File: config.mk
export PLATFORM = sky130hd
export DESIGN_NAME = kvl_front
export DESIGN_NICKNAME = d
export VERILOG_FILES = /design/src/rtl/kvl_pkg.sv /design/src/rtl/kvl_front.sv
export SDC_FILE = /design/constraint.sdc
export NUM_CORES = 1
export LEC_CHECK = 0
export ABC_AREA = 1
export BUFFER_PORTS_ARGS = -buffer_cell sky130_fd_sc_hd__buf_2
export CAP_MARGIN = 20
export CORE_MARGIN = 2
export CORE_UTILIZATION = 50
export CTS_BUF_LIST = sky130_fd_sc_hd__clkbuf_4 sky130_fd_sc_hd__clkbuf_8
export DETAILED_ROUTE_END_ITERATION = 6
export HOLD_SLACK_MARGIN = 0.12
export PLACE_DENSITY = 0.77
export SYNTH_ARGS = -nofsm -noshare
export SYNTH_HDL_FRONTEND = slang
export SYNTH_SLANG_ARGS = --single-unit
File: constraint.sdc
create_clock -name clk -period 22.4 [get_ports clk]
set_input_delay 0 -clock clk [delete_from_list [all_inputs] [get_ports clk]]
set_output_delay 0 -clock clk [all_outputs]
set_load 0.01 [all_outputs]
File: src/rtl/kvl_pkg.sv
//==============================================================================
// kvl_pkg
// Shared types and constants for the keyframe vector interpolator.
//==============================================================================
package kvl_pkg;

    localparam int MAX_KEYS = 64;
    localparam int IDX_W    = $clog2(MAX_KEYS);
    localparam int CNT_W    = 7;
    localparam int QDEPTH   = 2;

    typedef enum logic
    {
        OP_LOAD   = 1'b0,
        OP_SAMPLE = 1'b1
    } op_t;

    // item passed from front to back
    typedef struct packed
    {
        op_t              op;
        logic [IDX_W-1:0] idx;
        logic [31:0]      ktime;
        logic [31:0]      vx;
        logic [31:0]      vy;
        logic [31:0]      vz;
        logic [31:0]      stime;
    } item_t;

endpackage

File: src/rtl/kvl_front.sv
//==============================================================================
// kvl_front
// Accepts command items and queues them for the back end.
//==============================================================================
module kvl_front
    import kvl_pkg::*;
(
    input  logic  clk,
    input  logic  rst_n,
    input  logic  push,
    input  item_t push_item,
    output logic  full,
    input  logic  pop,
    output logic  empty,
    output item_t head
);

    localparam int PW = $clog2(QDEPTH);

    item_t         q_reg [QDEPTH];
    logic [PW-1:0] wp_reg, rp_reg;
    logic [PW:0]   cnt_reg;

    assign full  = (cnt_reg == (PW+1)'(QDEPTH));
    assign empty = (cnt_reg == '0);
    assign head  = q_reg[rp_reg];

    // queue storage
    always_ff @(posedge clk)
    begin
        if (push)
        begin
            q_reg[wp_reg] <= push_item;
        end
    end

    // queue pointers
    always_ff @(posedge clk or negedge rst_n)
    begin
        if (!rst_n)
        begin
            wp_reg  <= '0;
            rp_reg  <= '0;
            cnt_reg <= '0;
        end
        else
        begin
            if (push)
            begin
                wp_reg <= wp_reg + 1'b1;
            end
            if (pop)
            begin
                rp_reg <= rp_reg + 1'b1;
            end
            cnt_reg <= cnt_reg + (PW+1)'(push) - (PW+1)'(pop);
        end
    end

endmodule

=== Yosys cells after proc, flatten, opt, wreduce, memory -nomap -nowiden ===
Memory sizes are Yosys's and may differ from the RTL's.
Index checks and enable logic that the tools add are counted.

* $add $sub $neg: 4
* Equal/unequal tests: 1
* Multiplexer cells: 2
* Reductions and logical operators: 1

{| class="wikitable"
|+ Operators by type and width
! cell !! count
|-
| $add 1x1->1 const B || 2
|-
| $add 2x1->2 || 1
|-
| $eq 2x2->1 const B || 1
|-
| $logic_not 2->1 || 1
|-
| $mux 1 || 2
|-
| $sub 2x1->2 || 1
|}

* Bits in registers: 4
* RAM bits: 334
* Input bits: 171
* Output and inout port bits: 169
* Word-level logic and storage cells: 12
* Memories kept: 1

{| class="wikitable"
|+ Memories
! memory !! words !! width !! read ports !! clocked after Yosys merged registers in !! wr ports !! RTL line !! source
|-
| q_reg || 2 || 167 || 1 || 0 || 1 || kvl_front.sv:20 || <nowiki>item_t q_reg [QDEPTH];</nowiki>
|}

=== Depth between registers and ports, before layout ===
Gate-level depths: netlist of the first run.

* Depth after elaboration: 2
* Depth in mapped cells: 7

=== Worst setup path before layout of the first run ===
No wires, ideal clock.

* Path type: flip-flop to flip-flop
* Start: register wp_reg
* End: memory q_reg[0][0] (netlist name) (enable)
* Data arrival time: 7.342 ns
* Data required time: 21.699 ns
* Slack: 14.357 ns
* Stages on the path, launching flop included: 2
* Path buffers: 0
* Period minus slack after synthesis: 8.043 ns
* Cells stage by stage: dfrtp_1 > nor2_1

{| class="wikitable"
|+ RTL lines
! element !! RTL line !! source
|-
| from (decl) || kvl_front.sv:21 || <nowiki>logic [PW-1:0] wp_reg, rp_reg;</nowiki>
|-
| from (signal assigned) || kvl_front.sv:50 || <nowiki>wp_reg <= wp_reg + 1'b1;</nowiki>
|-
| to (decl) || kvl_front.sv:20 ||
|}

No word-level cell before the write port.

==> impl_metrics.json, run 1 <==
{
  "min_from": "push_item[142]",
  "pwr-share-clk_pct": 24.6,
  "clk_pin_slew_ns": 0.06,
  "start_util_pct": 50.50,
  "cts.path.max_buffers": 3,
  "tns_ns": 0,
  "period_share_pct": 14.23,
  "groute.usage.overall_pct": 22.04,
  "crit_type": "flip-flop to output pin",
  "p_per_area_nw_per_um2": 114.4,
  "cp-start-kind": "flip-flop",
  "final_common_cell": "buf_2",
  "gr-total-overflow": 0,
  "hold_class": "input port to flip-flop",
  "swShare_pct": 33.54,
  "relSlewSlack_pct": 27.47,
  "rsz0062_at_grt": "no",
  "area_growth_pct": 36.41,
  "endpoint_kind": "output pin",
  "leakage_nw": 7.383,
  "synth_top_area_share_pct": 79.56,
  "vias": 8633,
  "routedWlPerCell_microns": 16.73,
  "final.fill_count": 1631,
  "worst_pin_slew_ns": 1.088,
  "syn_avg_cell_area_sq_um": 14.05,
  "slew_violations": 0,
  "cp_num_buf_inv": 2,
  "place_area_sq_um": 14500,
  "critPathMaxStageDelay_ns": 1.09,
  "die_y_microns": 162.8,
  "crit_path_start": "rp_reg",
  "cts_repair_resize_count": 0,
  "critPathSlowestCell": "dfrtp_4",
  "path_cells": "buf_4 -> o21ai_0 -> buf_2",
  "layout_common_cells": "buf_2 (339), edfxtp_1 (334), inv_1 (173), nand2_1 (173), dlygate4sd3_1 (171)",
  "rr_worst_depth": 3,
  "p_sw_mw": 0.6597,
  "dr.pass1.iters": 5,
  "status": "completed",
  "comb_power_share_pct": 29.7,
  "fmax_mhz": 313.8,
  "dieArea_sq_um": 26500,
  "internal_power_mw": 1.307,
  "final_layout_size_suffix_gt1_share_pct": 29.33,
  "r2r-start": "wp_reg",
  "port_buffers": 339,
  "drtIter0Drc": 568,
  "tritoncts": "built",
  "yosys-top-cells-area": "edfxtp_1 (80%), inv_1 (5.2%), nand2_1 (5.2%)",
  "grt_pass1_wl_microns": 45040,
  "multiInputGateArea_sq_um": 1551,
  "postSynthCellCount": 897,
  "wl_microns": 30100,
  "r2r_setup_slack_ns": 19.80,
  "grt_pass1_vias": 8940,
  "grt_antenna_before_repair": 4,
  "vdd_drop_max_v": 0.0001214,
  "hold_viol": 0,
  "cap_violations": 0,
  "hold_depth": 2,
  "crit_family": "buffers and inverters",
  "pin_count": 340,
  "hold_end": "q_reg[0][142]",
  "rows": 58,
  "reg2reg_to": "q_reg[1][137]",
  "clk_latency_ns": 0.56,
  "cp_data_required_time_ns": 22.40,
  "p_seq_share_pct": 45.8,
  "cts_root_buf": "clkbuf_8",
  "power_mw": 1.967,
  "arrival_ns": 3.19,
  "ys_types": 14,
  "yosysTopAreaCell": "edfxtp_1",
  "seq_area_sq_um": 10130,
  "synth_seq_cells": 338,
  "clkSinkCount": 338,
  "vias_per_cell": 4.799,
  "dieWidth_microns": 162.8,
  "seq_area_frac_synth_pct": 80.36,
  "hpwlAfterDp_microns": 16250,
  "largest_register_ffs": 334,
  "setup_viol": 0,
  "min_period_ns": 3.187,
  "final_net_count": 1603,
  "ant_nets": 0,
  "fp.coreArea_sq_um": 24960,
  "cts_setup_buffers": 0,
  "drc_errors": 0,
  "cp_max_fo": 114,
  "cts-htree-levels": 2,
  "netlist_area_sq_um": 12610,
  "ys_warn_count": 0,
  "routabilityCongestion": 0.7772,
  "cts_buffers": 52,
  "design_area_sq_um": 17200,
  "grt_max_degree": 115,
  "finalClockSkew_ns": 0.01688,
  "syn_nets": 1070
}
==> per-stage QoR <==
stage	hold WS (ns)	instances	util [%]	worst slack [ns]
global route	0.1430	1799	68.88	18.95
global placement	-0.1872	1535	58.07	19.82
CTS	0.1208	1796	68.85	19.21
finish	0.1713	1799	68.88	19.21
detailed placement	-0.1883	1535	58.07	19.81
floorplan	-0.2956	897	-	14.36
==> how the worst max path moves through the flow <==
stage | end | slack, ns | cells past startpoint
2_1_floorplan | q_reg[0][0] | 14.36 | 1
3_3_place_gp | q_reg[1][130] | 19.82 | 3
3_5_place_dp | head[61] | 19.81 | 3
4_1_cts | head[61] | 19.21 | 3
5_1_grt | head[137] | 18.95 | 4
6_report | head[2] | 19.21 | 3
==> power by group through the flow <==
stage	Clock, mW	Sequential, mW	Combinational [mW]
5_1_grt	0.520	0.911	0.641
2_1_floorplan	0	0.901	0.359
3_3_place_gp	0	0.902	0.537
4_1_cts	0.491	0.896	0.574
6_report	0.483	0.900	0.583
3_5_place_dp	0	0.909	0.546
==> logic make-up after synthesis <==
family,Yosys count,share of synthesized area (%)
AOI/OAI and AO/OA,167,6.630
xor gates and xnor gates,2,0.1390
adders and majority gates,2,0.1985
buffers and inverters,211,7.395
DFF,338,80.36
and+or+nand+nor,177,5.280
==> what timing repair did <==
action,in CTS,in global routing
endpoints found under the hold margin,342,0
hold buffers,171,0
endpoints found under the setup margin,0,0
==> synthesized netlist by cell type, drive strengths merged <==
master,count
buf,25
ha,2
dfrtp,4
nand2,173
clkbuf,12
nor2,3
o21ai,167
inv,174
nand3,1
xor2,2
edfxtp,334
==> cell type report <==
cell class	instances	area share, %
antenna	3	0.04366
clock buffer	79	5.414
clock inverter	11	0.2765
inverter	174	3.827
multi-input combinational	348	9.023
sequential	338	58.93
tap	330	2.401
timing repair buffer	516	20.08
==> per-layer routing <==
metal  vias up  wire length, microns  track usage, %
li1       4107                     -               -
met1      4061                 10680           23.40
met2       361                 16120           40.39
met3       102                  1831           5.220
met4         2                  1461           11.91
met5         -                    13               0
Note: power is estimated with default switching activity, not from simulation.
==> inputs of run 2 (changes only) <==
- ABC_AREA: 1 -> 0
- PLACE_DENSITY: 0.77 -> 0.76
- clock period: 22.4 -> 3.2 ns (I/O delays scaled with it)
==> run 2 against run 1 <==
Against the previous run:
- sequential power grew to 6.9 times the previous value
- non-clock buffer count is 2 higher
- setup slack worse by 18 ns
- clock skew is 0.014 ns higher
- register-to-register slack worse by 18 ns
- first-iteration DRC count is 13% lower
- power grew to 7.2 times the previous value
- wire length is 8.1% lower
- core utilization is 0.76 points higher
- synthesized area is 0.55% higher
- combinational power grew to 7.6 times the previous value
- via count is 18% lower
- critical endpoint is now head[89]
==> impl_metrics.json, run 2 <==
{
  "postSynthCellCount": 535,
  "vias_per_cell": 4.881,
  "ys_warn_count": 0,
  "comb_power_share_pct": 31.5,
  "wl_microns": 27680,
  "final_layout_size_suffix_gt1_share_pct": 52.66,
  "slew_violations": 0,
  "cts_buffers": 52,
  "cts.path.max_buffers": 3,
  "fmax_mhz": 434.8,
  "yosys-top-cells-area": "edfxtp_1 (79%), mux2_4 (12%), mux2_2 (5.9%)",
  "leakage_nw": 6.961,
  "seq_area_frac_synth_pct": 79.92,
  "hold_class": "input port to flip-flop",
  "rows": 58,
  "p_per_area_nw_per_um2": 807.3,
  "cts-htree-levels": 2,
  "fp.coreArea_sq_um": 25040,
  "grt_pass1_vias": 7824,
  "synth-compound-area-share_pct": 0,
  "vdd_drop_max_v": 0.0005291,
  "dieWidth_microns": 163.2,
  "synth_fa_ha_area_share_pct": 0.1974,
  "clk_latency_ns": 0.56,
  "hold_viol": 0,
  "power_mw": 14.07,
  "synth-xor-area-share_pct": 0.3258,
  "setup_viol": 0,
  "layout_common_cells": "buf_2 (339), edfxtp_1 (334), dlygate4sd3_1 (171)",
  "clk_pin_slew_ns": 0.06,
  "finalClockSkew_ns": 0.03120,
  "drtIter0Drc": 492,
  "rsz0062_at_grt": "no",
  "final_net_count": 1261,
  "pwr-share-clk_pct": 24.5,
  "min_period_ns": 2.300,
  "internal_power_mw": 10.00,
  "yosysTopAreaCell": "edfxtp_1",
  "synth_common_cells": "edfxtp_1 (334), mux2_4 (101), mux2_2 (66), buf_6 (15)",
  "place_area_sq_um": 14720,
  "routedWlPerCell_microns": 18.99,
  "synth_top_area_share_pct": 79.13,
  "r2r-start": "wp_reg",
  "cts_setup_buffers": 0,
  "cp_data_required_time_ns": 3.20,
  "area_growth_pct": 37.56,
  "dieArea_sq_um": 26640,
  "netlist_area_sq_um": 12670,
  "muxShareOfSynthArea_pct": 17.83,
  "arrival_ns": 2.30,
  "gr-total-overflow": 0,
  "cts_root_buf": "clkbuf_8",
  "yosysMostFrequentCell": "edfxtp_1",
  "yosys.area_share.simple_pct": 0.1777,
  "yosys_most_used_dff": "edfxtp_1",
  "status": "completed",
  "relSlewSlack_pct": 39.07,
  "groute.usage.overall_pct": 20.04,
  "syn_nets": 708,
  "cap_violations": 0,
  "grt_antenna_before_repair": 1,
  "largest_register_ffs": 334,
  "p_seq_share_pct": 44.0,
  "min_from": "push_item[151]",
  "crit_type": "flip-flop to output pin",
  "drc_errors": 0,
  "design_area_sq_um": 17440,
  "p_sw_mw": 4.075,
  "port_buffers": 339,
  "endpoint_kind": "output pin",
  "grt_pass1_wl_microns": 40850,
  "cp_max_fo": 58,
  "synth_edf_count": 334,
  "ant_nets": 0,
  "hpwlAfterDp_microns": 15860,
  "crit_path_start": "rp_reg",
  "synthArstFlopShare_pct": 1.183,
  "synth_top_family_by_area": "multiplexers",
  "worst_pin_slew_ns": 0.9140,
  "synth_seq_cells": 338,
  "syn_avg_cell_area_sq_um": 23.69,
  "pin_count": 340,
  "final_common_cell": "buf_2",
  "start_util_pct": 50.62,
  "dr.pass1.iters": 4,
  "period_share_pct": 71.87,
  "routabilityCongestion": 0.7510,
  "swShare_pct": 28.95,
  "tritoncts": "built",
  "die_y_microns": 163.2,
  "vias": 7112,
  "ys_types": 13,
  "grt_max_degree": 116,
  "cp-start-kind": "flip-flop",
  "clkSinkCount": 338
}
## run 2: cell count changes in the layout (fill, tap and decap cells not counted), sizes merged, moves of 8 or more
cell and delta:
clkbuf -9, nand2 -173, mux2 +167, clkinv +8
inv -172, o21ai -167
## run 2: worst max-delay path, cell delays in order, from the launching register on
cell and delay [ns]:
dfrtp_4 0.72, buf_12 0.39, mux2_4 0.35, buf_2 0.15
## run 2: power by group through the flow
stage          clock network, mW  registers, mW  logic, mW
2_1_floorplan                  0           6.16       2.99
3_3_place_gp                   0           6.20       4.24
3_5_place_dp                   0           6.26       4.26
4_1_cts                     3.53           6.18       4.45
5_1_grt                     3.74           6.26       4.71
6_report                    3.45           6.19       4.43
## run 2: repair_timing
| item | in CTS | in global routing |
|---|---|---|
| resized for setup | 0 | 0 |
| hold endpoints to repair | 342 | 0 |
| hold buffers | 171 | 0 |
## run 2: layout make-up
cell class	instances	area [sq um]
antenna	1	2.502
clock inverter	22	145.1
clock buffer	70	857.1
tap	330	412.9
inverter	2	7.507
multi-input combinational	176	2359
timing repair buffer	518	3518
sequential	338	10130
fill	1541	7601
## run 2: logic make-up (layout without fill, tap and decap cells)
group,after synthesis,in the layout
DFF,338,338
other,0,1
xor gates and xnor gates,3,3
buffers and inverters,21,612
and+or+nand+nor,4,4
muxes,167,167
adders and majority gates,2,2
## run 2: stage by stage
| step | hold WS [ns] | instances | utilization (%) | worst slack, ns | setup TNS (ns) |
|---|---|---|---|---|---|
| after detailed placement | -0.1820 | 1193 | 58.79 | 1.460 | 0 |
| after CTS | 0.1223 | 1456 | 69.63 | 0.8855 | 0 |
| after global placement | -0.1903 | 1193 | 58.79 | 1.459 | 0 |
| after global routing | 0.1312 | 1457 | 69.64 | 0.8111 | 0 |
| final | 0.1631 | 1457 | 69.64 | 0.9002 | 0 |
| after floorplan | -0.2956 | 535 | - | -0.1251 | -20.90 |
## run 2: layer usage
metal  routed length, microns  part of all wire [%]  global-route usage (%)
met1                    10050                    36                   22.02
met2                    14310                    52                   35.69
met3                     2527                   9.1                   6.755
met4                      792                   2.9                   8.005
met5                        0                     0                       0
## run 2: worst paths after layout
check	endpoint	slack [ns]	depth (start not counted)
worst min register to register	wp_reg	0.56	1
max in group asynchronous	rp_reg	2.65	3
worst min-delay path	q_reg[1][151]	0.16	2
worst max register to register	q_reg[1][61]	1.45	2
min in group asynchronous	cnt_reg[0]	0.35	3
worst max-delay path	head[89]	0.90	3
==> inputs of run 3 (changes only) <==
- clock period: 3.2 -> 2.2 ns (I/O delays scaled with it)
==> run 3 against run 2 <==
Against the previous run:
- final area grew 0.51%
- core utilization is 0.35 points higher
- clock power is 40% higher
- worst hold slack improved by 0.0054 ns
- sequential share of layout area is 0.29 points lower
- clock-buffer cell count stayed put
- critical path type unchanged
- largest cell class unchanged
==> impl_metrics.json, run 3 (synthesis gave the netlist of run 2 again) <==
{
  "start_util_pct": 50.62,
  "min_period_ns": 2.070,
  "cts_repair_resize_count": 0,
  "layout_common_cells": "buf_2 (339), edfxtp_1 (334), dlygate4sd3_1 (171)",
  "critPathMaxStageDelay_ns": 0.58,
  "cts_root_buf": "clkbuf_8",
  "relSlewSlack_pct": 64.73,
  "dr.pass1.iters": 4,
  "cts.path.max_buffers": 3,
  "endpoint_kind": "output pin",
  "port_buffers": 339,
  "dieWidth_microns": 163.2,
  "rows": 58,
  "final_common_cell": "buf_2",
  "finalClockSkew_ns": 0.01957,
  "leakage_nw": 7.016,
  "cp_data_required_time_ns": 2.20,
  "clk_pin_slew_ns": 0.06,
  "grt_antenna_before_repair": 3,
  "clk_latency_ns": 0.55,
  "hpwlAfterDp_microns": 16600,
  "cts-htree-levels": 2,
  "critPathSlowestCell": "dfrtp_4",
  "groute.usage.overall_pct": 20.41,
  "drc_errors": 0,
  "cts_buffers": 51,
  "fmax_mhz": 483.1,
  "final_layout_size_suffix_gt1_share_pct": 53.26,
  "fp.coreArea_sq_um": 25040,
  "path_cells": "buf_12 -> buf_4 -> mux2_2 -> buf_2",
  "grt_pass1_vias": 7777,
  "drtIter0Drc": 403,
  "vias_per_cell": 4.881,
  "slew_violations": 0,
  "crit_type": "flip-flop to output pin",
  "cp_max_fo": 21,
  "arrival_ns": 2.07,
  "vias": 7160,
  "worst_slack_ns": 0.1302,
  "ant_nets": 0,
  "period_share_pct": 94.08,
  "dp_cells": 1206,
  "grt_pass1_wl_microns": 41580,
  "cp-start-kind": "flip-flop",
  "rsz0062_at_grt": "no",
  "setup_viol": 0,
  "grt_max_degree": 89,
  "clkSinkCount": 338,
  "routedWlPerCell_microns": 19.00,
  "final.fill_count": 1484,
  "final_net_count": 1273,
  "tritoncts": "built",
  "p_per_area_nw_per_um2": 1171,
  "die_y_microns": 163.2,
  "post-place-ws_ns": 0.6188,
  "hold_class": "input port to flip-flop",
  "gr-total-overflow": 0,
  "holdBufCountCts": 171,
  "area_growth_pct": 38.26,
  "wl_microns": 27880,
  "stdcell_count": 1467,
  "worst_pin_slew_ns": 0.5291,
  "dieArea_sq_um": 26640,
  "pin_count": 340,
  "utilization_pct": 69.99,
  "cts_setup_buffers": 0,
  "hold_viol": 0,
  "tns_ns": 0,
  "largest_register_ffs": 334,
  "routabilityCongestion": 0.7672,
  "status": "completed",
  "vdd_drop_max_v": 0.0008387,
  "cap_violations": 0
}
[run 3: worst max-delay path: cells and delay by family (launching register included)]
family,cells,cell delay (ns)
flip-flops,1,0.58
multiplexers,1,0.35
buffers and inverters,3,0.57
[run 3: cell type report]
class                           instances  area (sq um)  area share [%]
Multi-Input combinational cell        176          2359           13.46
Timing Repair Buffer                  531          3654           20.85
Antenna cell                            3         7.507         0.04284
Tap cell                              330         412.9           2.356
Clock buffer                           70         850.8           4.855
Inverter                                2         7.507         0.04284
Clock inverter                         17         100.1          0.5712
Sequential cell                       338         10130           57.83
[run 3: metrics by stage]
stage | power [mW] | hold slack (ns) | cell area, sq um
floorplan | 13.31 | -0.2956 | 12680
global placement | 15.39 | -0.1844 | 14850
detailed placement | 15.52 | -0.1783 | 14850
CTS | 20.58 | 0.1211 | 17520
global route | 21.45 | 0.1350 | 17520
finish | 20.51 | 0.1686 | 17520
[run 3: per-layer routing]
metal / track usage [%] / up-vias / part of all wire [%]
met5: 0 / - / 0.047
met4: 7.401 / 2 / 2.8
met3: 7.034 / 64 / 8.2
met2: 34.94 / 316 / 50
met1: 23.93 / 3501 / 39
li1: - / 3277 / -
[run 3: power breakdown]
part           internal [mW]  switching, mW  total [mW]
Clock                   2.60           2.24        4.84
Sequential              8.55          0.381        8.93
Combinational           3.40           3.34        6.74
Total                   14.5           5.96        20.5
[run 3: worst paths after layout]
| kind | startpoint | endpoint | slack, ns | cells past startpoint |
|---|---|---|---|---|
| max | rp_reg | head[23] | 0.13 | 4 |
| min | push_item[111] | q_reg[1][111] | 0.17 | 2 |
| max reg2reg | wp_reg | q_reg[1][162] | 0.65 | 2 |
| min reg2reg | wp_reg | wp_reg | 0.55 | 1 |
| max in group asynchronous | rst_n | rp_reg | 1.58 | 3 |
| min in group asynchronous | rst_n | cnt_reg[0] | 0.38 | 3 |
